### src/rtl/lmta_pkg.sv
// Shared types and constants for the lattice mesh triangle assembler.
// Depends on nothing; every other file of the block imports it.
package lmta_pkg;

    // Largest row the row store can hold, and the column index width it implies.
    localparam int MAX_ROW_VERTICES = 1024;
    localparam int COL_W            = $clog2(MAX_ROW_VERTICES);
    localparam int ROW_W            = COL_W + 1;

    // Width of the vertices_per_row register.
    localparam int CFG_W = 11;

    // Depth of the job queue between front and back.
    localparam int QUEUE_DEPTH = 4;
    localparam int QPTR_W      = $clog2(QUEUE_DEPTH);
    localparam int QCNT_W      = QPTR_W + 1;

    typedef struct packed {
        logic signed [31:0] x;
        logic signed [31:0] y;
        logic        [31:0] color;
    } vertex_t;

    typedef struct packed {
        logic               mesh_start;
        logic signed [31:0] vertex_x;
        logic signed [31:0] vertex_y;
        logic        [31:0] vertex_color;
    } in_word_t;

    typedef struct packed {
        logic signed [31:0] tri_a_x;
        logic signed [31:0] tri_a_y;
        logic        [31:0] tri_a_color;
        logic signed [31:0] tri_b_x;
        logic signed [31:0] tri_b_y;
        logic        [31:0] tri_b_color;
        logic signed [31:0] tri_c_x;
        logic signed [31:0] tri_c_y;
        logic        [31:0] tri_c_color;
        logic               last_of_run;
    } out_word_t;

    // One classified vertex, as handed from the front to the back.
    typedef struct packed {
        vertex_t            vtx;
        vertex_t            left;
        logic [COL_W-1:0]   col;
        logic               last_col;
        logic               first_row;
    } job_t;

    typedef struct packed {
        logic full;
        logic not_empty;
    } queue_status_t;

endpackage

### src/rtl/lmta_queue.sv
// Short job queue that decouples the front from the back.
// Uses lmta_pkg for the job type and depth.
module lmta_queue
    import lmta_pkg::*;
(
    input  logic          clk,
    input  logic          rst_n,
    input  logic          push,
    input  job_t          push_job,
    input  logic          pop,
    output queue_status_t status,
    output job_t          head_job
);

    job_t              slot_reg [QUEUE_DEPTH];
    logic [QPTR_W-1:0] wr_ptr_reg;
    logic [QPTR_W-1:0] rd_ptr_reg;
    logic [QCNT_W-1:0] count_reg;
    logic [QCNT_W-1:0] count_next;

    assign status.full      = (count_reg == QCNT_W'(QUEUE_DEPTH));
    assign status.not_empty = (count_reg != '0);
    assign head_job         = slot_reg[rd_ptr_reg];

    always_comb
    begin
        count_next = count_reg;
        if (push && !pop)
        begin
            count_next = count_reg + QCNT_W'(1);
        end
        else if (pop && !push)
        begin
            count_next = count_reg - QCNT_W'(1);
        end
    end

    always_ff @(posedge clk)
    begin
        if (push)
        begin
            slot_reg[wr_ptr_reg] <= push_job;
        end
    end

    always_ff @(posedge clk or negedge rst_n)
    begin
        if (!rst_n)
        begin
            wr_ptr_reg <= '0;
            rd_ptr_reg <= '0;
            count_reg  <= '0;
        end
        else
        begin
            if (push)
            begin
                wr_ptr_reg <= wr_ptr_reg + QPTR_W'(1);
            end
            if (pop)
            begin
                rd_ptr_reg <= rd_ptr_reg + QPTR_W'(1);
            end
            count_reg <= count_next;
        end
    end

endmodule

### config.mk
export PLATFORM = sky130hd
export DESIGN_NAME = lmta_queue
export DESIGN_NICKNAME = d
export VERILOG_FILES = /design/src/rtl/lmta_pkg.sv /design/src/rtl/lmta_queue.sv
export SDC_FILE = /design/constraint.sdc
export NUM_CORES = 1
export LEC_CHECK = 0
export ABC_AREA = 1
export BUFFER_PORTS_ARGS = -buffer_cell sky130_fd_sc_hd__buf_2
export CORE_MARGIN = 2
export CORE_UTILIZATION = 52
export DETAILED_ROUTE_END_ITERATION = 8
export PLACE_DENSITY = 0.76
export SLEW_MARGIN = 30
export SYNTH_ARGS = -nofsm -noshare
export SYNTH_HDL_FRONTEND = slang
export SYNTH_SLANG_ARGS = --single-unit
### constraint.sdc
create_clock -name clk -period 5.4 [get_ports clk]
set_input_delay 1.08 -clock clk [delete_from_list [all_inputs] [get_ports clk]]
set_output_delay 1.08 -clock clk [all_outputs]
set_load 0.005 [all_outputs]
==> reports/metrics.csv <==
stage,metric,value,unit
final_layout,fill_cells,4574,
sta,final_max_slew_viol_count,0,
grt,grt_pass1_vias,20200,
sta,timing.slew.headroom,37.9,%
synth,synth_simple_gate_area_share,7.16,%
grt,grt_pass1_wl,108000,um
placement,gp_congestion,0.796,
sta,fin_crit_sh,77.1,%
placement,port_buffers,413,
status,outcome,"finished, final reports clean",
synth,yosysWarnings,0,
synth,synth_area,33100,um2
power_and_ir_drop,p_leak,15.4,nW
sta,worstMarginPinSlew,0.932,ns
clock_network,htreeDepth,3,
final_layout,final-instance-count-excl-fill,3749,
synth,yosys.area.top_type_share,74.1,%
clock_network,cts_hold_buffers,0,
final_layout,final_cell_mix,"816 x edfxtp_1, 626 x nand2_1, 415 x inv_1",
clock_network,numClockSinks,823,
min_path,hold_path.class,primary input to asynchronous set/reset pin,
final_layout,finish.net_count,3038,
synth,synth_nets,2643,
synth,synth_area_leaders,"edfxtp_1 74%, nand2_1 7.1%, o211ai_1 7.0%",
power_and_ir_drop,power,21.0,mW
routing,drt_first_iter_violations,1302,
routing,vias,19700,
setup_path,slowest_stage,dfrtp_4,
clock_network,cts_tree,done,
grt,antenna_found_initial,23,
synth,synth_top_family_by_area,compound AO/OA/AOI/OAI gates,
routing,dr.max_layer_used,met5,
synth,synth_seq_area_share,74.6,%
floorplanning,pin_count,414,
placement,dp_hpwl,41200,um
clock_network,cts_buffers,82,
floorplanning,start_util,52.6,%
final_layout,drive_gt1_share,23.2,%
sta,final.setup.tns,0,ns
final_layout,largest_register_ffs,816,
clock_network,clock_latency,0.62,ns
setup_path,cp_cell_sequence,inv_8 > buf_12 > o211ai_2 > nand2_1 > buf_2,
clock_network,clk_pin_slew,0.06,ns
final_layout,final_common_cell,edfxtp_1,
routing,dr_wl_met3,5120,um
routing,drc_errors,0,
sta,fmax,240,MHz
grt,globalRouteOverflowTotal,0,
synth,synth_compound_area_share,10.8,%
routing,wl_per_cell,18.6,um
clock_network,clock_path_buffers,3,
sta,rsz0062_at_grt,false,
clock_network,cts_resized,0,
sta,min_period,4.16,ns
synth,synthXorXnorAreaFrac,0.106,%
setup_path,worst_setup_path_end_kind,output port,
setup_path,cp.required,4.32,ns
synth,synthAdderAreaFrac,0.250,%
power_and_ir_drop,power.density,545,nW/um2
routing,wl_met2,35100,um
routing,drt-vias-per-instance,5.25,
synth,synth-seq-cells,823,
routing,postRouteAntennaNets,0,
routing,m1WireLength,27700,um
clock_network,post-cts-setup-buffers,0,
grt,grt_use_total,21.1,%
clock_network,cts-root-buf,clkbuf_16,
sta,finalSetupViolCount,0,
setup_path,slowest_delay,0.78,ns
setup_path,critPathMaxFanout,101,
floorplanning,core_area,63000,um2
floorplanning,row_count,92,
grt,grt_max_degree,153,
synth,syn-instance-count,2429,
setup_path,crit_type,flip-flop to output port,
sta,fin_skew,0.0223,ns
floorplanning,die_area,65700,um2
synth,synthMuxAreaShare,0,%
routing,first_pass_iters,6,
floorplanning,die_x,256,um
placement,dp_cells,3585,
power_and_ir_drop,vdd_drop_max,426,uV
routing,totalWireLength,69900,um
floorplanning,fp.dieH,256,um
flow_run,maxCapViolCount,0,
sta,hold_viol,0,
final_layout,synthToLayoutAreaGrowth,16.4,%
synth,avgSynthCellArea,13.6,um2
setup_path,cp.arrival,3.08,ns
synth,yosysTopAreaCell,edfxtp_1,
synth,yosysUniqueCellTypes,20,
setup_path,start_kind,flip-flop,
-- path summary, 6_finish.rpt --
check / start / end / slack, ns / cells after the start
setup / recovery: rd_ptr_reg[1]$_DFFE_PN0P_ / head_job[138] / 1.24 / 5
hold / removal: rst_n / wr_ptr_reg[0]$_DFFE_PN0P_ / 0.30 / 1
setup reg to reg: wr_ptr_reg[0]$_DFFE_PN0P_ / slot_reg[3][196]$_DFFE_PP_ / 2.51 / 6
hold reg to reg: count_reg[2]$_DFFE_PN0P_ / count_reg[2]$_DFFE_PN0P_ / 0.50 / 2
max in group asynchronous: rst_n / rd_ptr_reg[1]$_DFFE_PN0P_ / 4.91 / 1
min in group clk: count_reg[2]$_DFFE_PN0P_ / count_reg[2]$_DFFE_PN0P_ / 0.50 / 2
-- layout make-up --
type	instances	area, um2	area share (%)
tap	846	1060	2.75
inverter	420	1600	4.15
clock buffer	103	2190	5.70
timing repair buffer	448	2540	6.59
antenna	18	45.0	0.117
multi-input combinational	1049	6060	15.7
clock inverter	42	353	0.916
sequential	823	24700	64.1
-- critical path, delay by kind of cell, from the launching register on --
kind	cells	cell delay, ns
buf+inv	3	1.33
flops	1	0.78
compound gates	1	0.15
simple gates	1	0.16
-- synth_stat cells (all sizes together) --
| cell type | count |
|---|---|
| xnor2 | 1 |
| nand2 | 626 |
| inv | 420 |
| nor2 | 1 |
| xor2 | 3 |
| nand4 | 1 |
| buf | 127 |
| ha | 5 |
| o211ai | 408 |
| clkbuf | 10 |
| nand3 | 1 |
| edfxtp | 816 |
| fa | 1 |
| dfrtp | 7 |
| nor3 | 1 |
| o21ai | 1 |
-- where the power goes --
group | internal (mW) | switching, mW
Sequential | 8.36 | 0.476
Combinational | 2.40 | 4.43
Clock | 3.08 | 2.27
-- kinds of logic (layout without fill, tap and decap cells) --
kind of cell	count (synthesis)	count (layout)
compound gates	409	409
buf+inv	557	1013
flops	823	823
xor+xnor	4	4
simple gates	630	630
other cells	0	18
fa+ha+maj	6	6
-- routing by layer --
layer / GRT usage [%] / vias up
li1: - / 9295
met2: 35.8 / 605
met3: 5.38 / 143
met5: 0 / -
met4: 8.38 / 20
met1: 26.0 / 9614
-- metrics by stage --
| step | utilization [%] | setup slack (ns) | cell area [um2] | hold slack (ns) |
|---|---|---|---|---|
| after floorplan | - | 0.627 | 33100 | 0.442 |
| after global placement | 56.9 | 1.61 | 35800 | 0.456 |
| after detailed placement | 57.0 | 1.81 | 35900 | 0.479 |
| after CTS | 61.1 | 1.15 | 38500 | 0.263 |
| after global routing | 61.2 | 1.06 | 38500 | 0.293 |
| final | 61.2 | 1.24 | 38500 | 0.305 |
No activity file was read; power rests on OpenSTA's default activity.
