--- src/rtl/lmta_pkg.sv ---
// Shared types and constants for the lattice mesh triangle assembler.
// Depends on nothing; every other file of the block imports it.
package lmta_pkg;

    // Largest row the row store can hold, and the column index width it implies.
    localparam int MAX_ROW_VERTICES = 1024;
    localparam int COL_W            = $clog2(MAX_ROW_VERTICES);
    localparam int ROW_W            = COL_W + 1;

    // Width of the vertices_per_row register.
    localparam int CFG_W = 11;

    // Depth of the job queue between front and back.
    localparam int QUEUE_DEPTH = 4;
    localparam int QPTR_W      = $clog2(QUEUE_DEPTH);
    localparam int QCNT_W      = QPTR_W + 1;

    typedef struct packed {
        logic signed [31:0] x;
        logic signed [31:0] y;
        logic        [31:0] color;
    } vertex_t;

    typedef struct packed {
        logic               mesh_start;
        logic signed [31:0] vertex_x;
        logic signed [31:0] vertex_y;
        logic        [31:0] vertex_color;
    } in_word_t;

    typedef struct packed {
        logic signed [31:0] tri_a_x;
        logic signed [31:0] tri_a_y;
        logic        [31:0] tri_a_color;
        logic signed [31:0] tri_b_x;
        logic signed [31:0] tri_b_y;
        logic        [31:0] tri_b_color;
        logic signed [31:0] tri_c_x;
        logic signed [31:0] tri_c_y;
        logic        [31:0] tri_c_color;
        logic               last_of_run;
    } out_word_t;

    // One classified vertex, as handed from the front to the back.
    typedef struct packed {
        vertex_t            vtx;
        vertex_t            left;
        logic [COL_W-1:0]   col;
        logic               last_col;
        logic               first_row;
    } job_t;

    typedef struct packed {
        logic full;
        logic not_empty;
    } queue_status_t;

endpackage

--- src/rtl/lmta_front.sv ---
// Front part of the assembler: holds the row width register, tracks the lattice
// position and classifies each incoming vertex into a job. Uses lmta_pkg.
module lmta_front
    import lmta_pkg::*;
(
    input  logic               clk,
    input  logic               rst_n,
    input  logic               cfg_valid,
    output logic               cfg_ready,
    input  logic [CFG_W-1:0]   cfg_data,
    input  logic               in_valid,
    output logic               in_stall,
    input  in_word_t           in_word,
    input  queue_status_t      q_status,
    output logic               push,
    output job_t               push_job
);

    logic [CFG_W-1:0] row_len_reg;
    logic [COL_W-1:0] col_reg;
    logic             first_row_reg;
    vertex_t          left_reg;

    logic [ROW_W-1:0] width;
    logic [COL_W-1:0] last_idx;
    logic [COL_W-1:0] col_raw;
    logic [COL_W-1:0] col;
    logic [COL_W-1:0] col_next;
    logic             first_row;
    logic             first_row_next;
    logic             last_col;
    vertex_t          vtx;

    // Out-of-range widths are pinned to the supported range.
    always_comb
    begin
        if (row_len_reg < CFG_W'(2))
        begin
            width = ROW_W'(2);
        end
        else if (32'(row_len_reg) > 32'(MAX_ROW_VERTICES))
        begin
            width = ROW_W'(MAX_ROW_VERTICES);
        end
        else
        begin
            width = ROW_W'(row_len_reg);
        end
    end

    always_comb
    begin
        last_idx       = COL_W'(width - ROW_W'(1));
        col_raw        = in_word.mesh_start ? '0 : col_reg;
        first_row      = in_word.mesh_start | first_row_reg;
        last_col       = (col_raw >= last_idx);
        col            = last_col ? last_idx : col_raw;
        col_next       = last_col ? '0 : col + COL_W'(1);
        first_row_next = first_row & ~last_col;
        vtx.x          = in_word.vertex_x;
        vtx.y          = in_word.vertex_y;
        vtx.color      = in_word.vertex_color;
    end

    assign cfg_ready = 1'b1;
    assign in_stall  = q_status.full;
    assign push      = in_valid & ~q_status.full;

    always_comb
    begin
        push_job.vtx       = vtx;
        push_job.left      = left_reg;
        push_job.col       = col;
        push_job.last_col  = last_col;
        push_job.first_row = first_row;
    end

    always_ff @(posedge clk or negedge rst_n)
    begin
        if (!rst_n)
        begin
            row_len_reg   <= CFG_W'(2);
            col_reg       <= '0;
            first_row_reg <= 1'b1;
            left_reg      <= '0;
        end
        else
        begin
            if (cfg_valid)
            begin
                row_len_reg <= cfg_data;
            end
            if (push)
            begin
                col_reg       <= col_next;
                first_row_reg <= first_row_next;
                left_reg      <= vtx;
            end
        end
    end

endmodule

--- config.mk ---
export PLATFORM = sky130hd
export DESIGN_NAME = lmta_front
export DESIGN_NICKNAME = d
export VERILOG_FILES = /design/src/rtl/lmta_pkg.sv /design/src/rtl/lmta_front.sv
export SDC_FILE = /design/constraint.sdc
export NUM_CORES = 1
export LEC_CHECK = 0
export BUFFER_PORTS_ARGS = -buffer_cell sky130_fd_sc_hd__buf_2
export CAP_MARGIN = 20
export CORE_AREA = 2 2 126 128
export CTS_CLUSTER_DIAMETER = 60
export DETAILED_ROUTE_END_ITERATION = 10
export DIE_AREA = 0 0 128 130
export PLACE_DENSITY = 0.71
export REMOVE_ABC_BUFFERS = 1
export SLEW_MARGIN = 20
export SYNTH_ARGS = -nofsm -noshare
export SYNTH_HDL_FRONTEND = slang
export SYNTH_SLANG_ARGS = --single-unit
--- constraint.sdc ---
create_clock -name clk -period 5.15 [get_ports clk]
set_input_delay 0 -clock clk [delete_from_list [all_inputs] [get_ports clk]]
set_output_delay 0 -clock clk [all_outputs]
set_load 0.02 [all_outputs]
==> results.ini <==
[run_status]
status=completed

[worst_setup_path]
end_kind=flip-flop
cp_cell_sequence=nor4_2, nand2_1, o311ai_1, ha_1, nor2b_1, a31oi_1, o21ai_0, ha_1, a21oi_1, and3_1, o21ai_0, maj3_2, a31o_1, mux2i_1, ha_1, nand2_1, nor2_1, nand3_1, mux2i_1, o21ai_1
critPathLaunchType=flip-flop
cp.arrival_ns=4.97
reg2reg_slack_ns=0.47
critPathSlowestCell=dfrtp_1
crit-reg2reg-launch=row_len_reg[5]$_DFFE_PN0P_
r2r_end=col_reg[8]$_DFFE_PN0P_
crit_start=row_len_reg[5]$_DFFE_PN0P_
criticalPathCategory=reg -> reg
critPathMaxStageDelay_ns=0.45
crit_fanout=7
required_ns=5.43
path_common_cell=ha_1
reg2reg_depth=20

[routing]
firstDrtPassIters=5
routed_wirelength_um=18450
vias=5718
drcViolationCount=0
avgRoutedWirePerCell_um=15.06
viasPerCell=4.668
drt_iter0_drc=246
postRouteAntennaNets=0

[floorplan]
chipHeight_um=130
ios=321
die_w_um=128
start_util_pct=38.78
num_rows=46
core_sq_mm=0.01542
die-area_sq_mm=0.01664

[yosys]
yosysUniqueCellTypes=44
synth_edf_count=0
syn_inst=696
yosysWarnings=0
ys_seq_elements=118
ys.flop_type=dfrtp_1
ys_async_sr_fraction_pct=100.0
ys_seq_area_share_pct=49.40
avgSynthCellArea_sq_um=8.595
netlist_area_sq_mm=0.005982

[global_routing]
antenna_found_initial=0
grt_max_degree=68
grt_pass1_vias=5721
grt_pass1_wl_um=28230
gr-total-overflow=0
grt_use_total_pct=21.92

[sta]
final.setup.tns_ns=0
setup_viol=0
drv_slew=0
clock.fmax_mhz=213.5
slew_headroom_pct=48.68
finalHoldViolations=0
rsz0062_at_grt=no
period_share_pct=90.95
skew_ns=0.01895
tightestPinTransition_ns=0.7697
post-route-min-period_ns=4.684

[finish]
diodes=0
most-common-layout-cells=buf_2 (317), nand2_1 (306), dfrtp_1 (116)
area_growth_pct=45.30
final_area_sq_mm=0.008692
drive_gt1_share_pct=36.50
layout.nets=1145
largest_register_ffs=96
fin_cells=1225
layout_commonest_cell=buf_2
utilization_pct=56.35

[cts]
clockBufferDepth=2
clk_pin_slew_ns=0.06
clkSinkCount=118
clkLatencyLatePin_ns=0.41
htree_levels=4
ctsRootBufferMaster=clkbuf_16
tritoncts=built
numCtsBuffers=17

[pwr]
ir_worst_vdd_uv=220.3
p_leak_nw=4.800
power.density_mw_per_mm2=344.5
total_power_mw=2.995

[placed_design]
dp.cells=1082
portBuffers=318
place_area_sq_mm=0.006989
dp_hpwl_um=11720
routabilityCongestion=0.8404

[min_path]
hp-class=in -> reg
min_path_cells=2
worstHoldStart=cfg_valid
worstHoldEndpoint=row_len_reg[6]$_DFFE_PN0P_

[run]
drv_cap=0

## cell usage after synthesis, drive strengths merged, types with 5 or more instances
cell type    n  area share, %
nand3        6           0.50
clkbuf      25            1.6
nor3         8           0.67
inv         10           0.63
ha          11            2.3
nand2      306             19
nor2b        8           0.84
mux2        11            2.1
nor2        13           0.82
a21oi       12            1.0
buf        105             13
nor4         5           0.73
mux2i        5           0.84
dfrtp      116             49
nand2b       6           0.63
o21ai       12            1.0
## critical path: cells and delay by family (launching register included)
kind | cells | cell delay (ns)
and+or+nand+nor | 7 | 1.25
DFF | 1 | 0.45
adders and majority gates | 4 | 1.22
muxes | 2 | 0.43
AOI/OAI and AO/OA | 7 | 1.18
## logic make-up (layout without fill, tap and decap cells)
group / after synthesis / in the layout / share of synthesized area, %
compound gates: 45 / 45 / 4.832
xor+xnor: 4 / 4 / 0.5858
fa+ha+maj: 12 / 12 / 2.489
buf+inv: 140 / 477 / 15.35
flops: 118 / 118 / 49.40
mux: 16 / 16 / 2.907
other cells: 1 / 1 / 0.06269
simple gates: 360 / 360 / 24.37
## power breakdown
part | switching (mW) | internal (mW) | total [mW]
Sequential | 0.0693 | 1.04 | 1.11
Clock | 0.427 | 0.738 | 1.17
Combinational | 0.445 | 0.273 | 0.718
Total | 0.942 | 2.05 | 2.99
## timing repair
item	4_1_cts	5_1_grt
setup buffers	0	0
hold endpoints to repair	167	0
gates resized for setup	0	2
setup endpoints to repair	0	5
hold buffers	111	0
## area by class of cell
class                      instances  area (sq um)
clock inverter                    11         125.1
timing repair buffer             435          2750
inverter                          10         38.79
clock buffer                      21         460.4
fill                            1354          6733
sequential                       118          2955
multi-input combinational        438          2122
tap                              192         240.2
## metrics by stage
stage / setup slack [ns] / hold WS (ns)
6_report: 0.4659 / 0.04789
5_1_grt: 0.002694 / 0.04146
4_1_cts: 0.3037 / 0.03483
3_5_place_dp: 0.3335 / 0.1258
3_3_place_gp: 0.5259 / 0.1219
2_1_floorplan: 0.02342 / -0.2956
## worst max path at each step
| stage | to | slack, ns | depth (start not counted) |
|---|---|---|---|
| finish | col_reg[8]$_DFFE_PN0P_ | 0.47 | 20 |
| global route | col_reg[8]$_DFFE_PN0P_ | 0.003 | 20 |
| CTS | col_reg[8]$_DFFE_PN0P_ | 0.30 | 20 |
| detailed placement | col_reg[8]$_DFFE_PN0P_ | 0.33 | 20 |
| global placement | col_reg[8]$_DFFE_PN0P_ | 0.53 | 20 |
| floorplan | col_reg[8]$_DFFE_PN0P_ | 0.02 | 20 |
## per-layer routing
layer / up-vias / GRT usage, % / wire [um]
li1: 2756 / - / -
met1: 2696 / 25.56 / 7437
met2: 227 / 38.31 / 9577
met3: 39 / 5.904 / 956
met4: 0 / 9.373 / 481
met5: - / 0 / 0
Note: power is estimated with default switching activity, not from simulation.
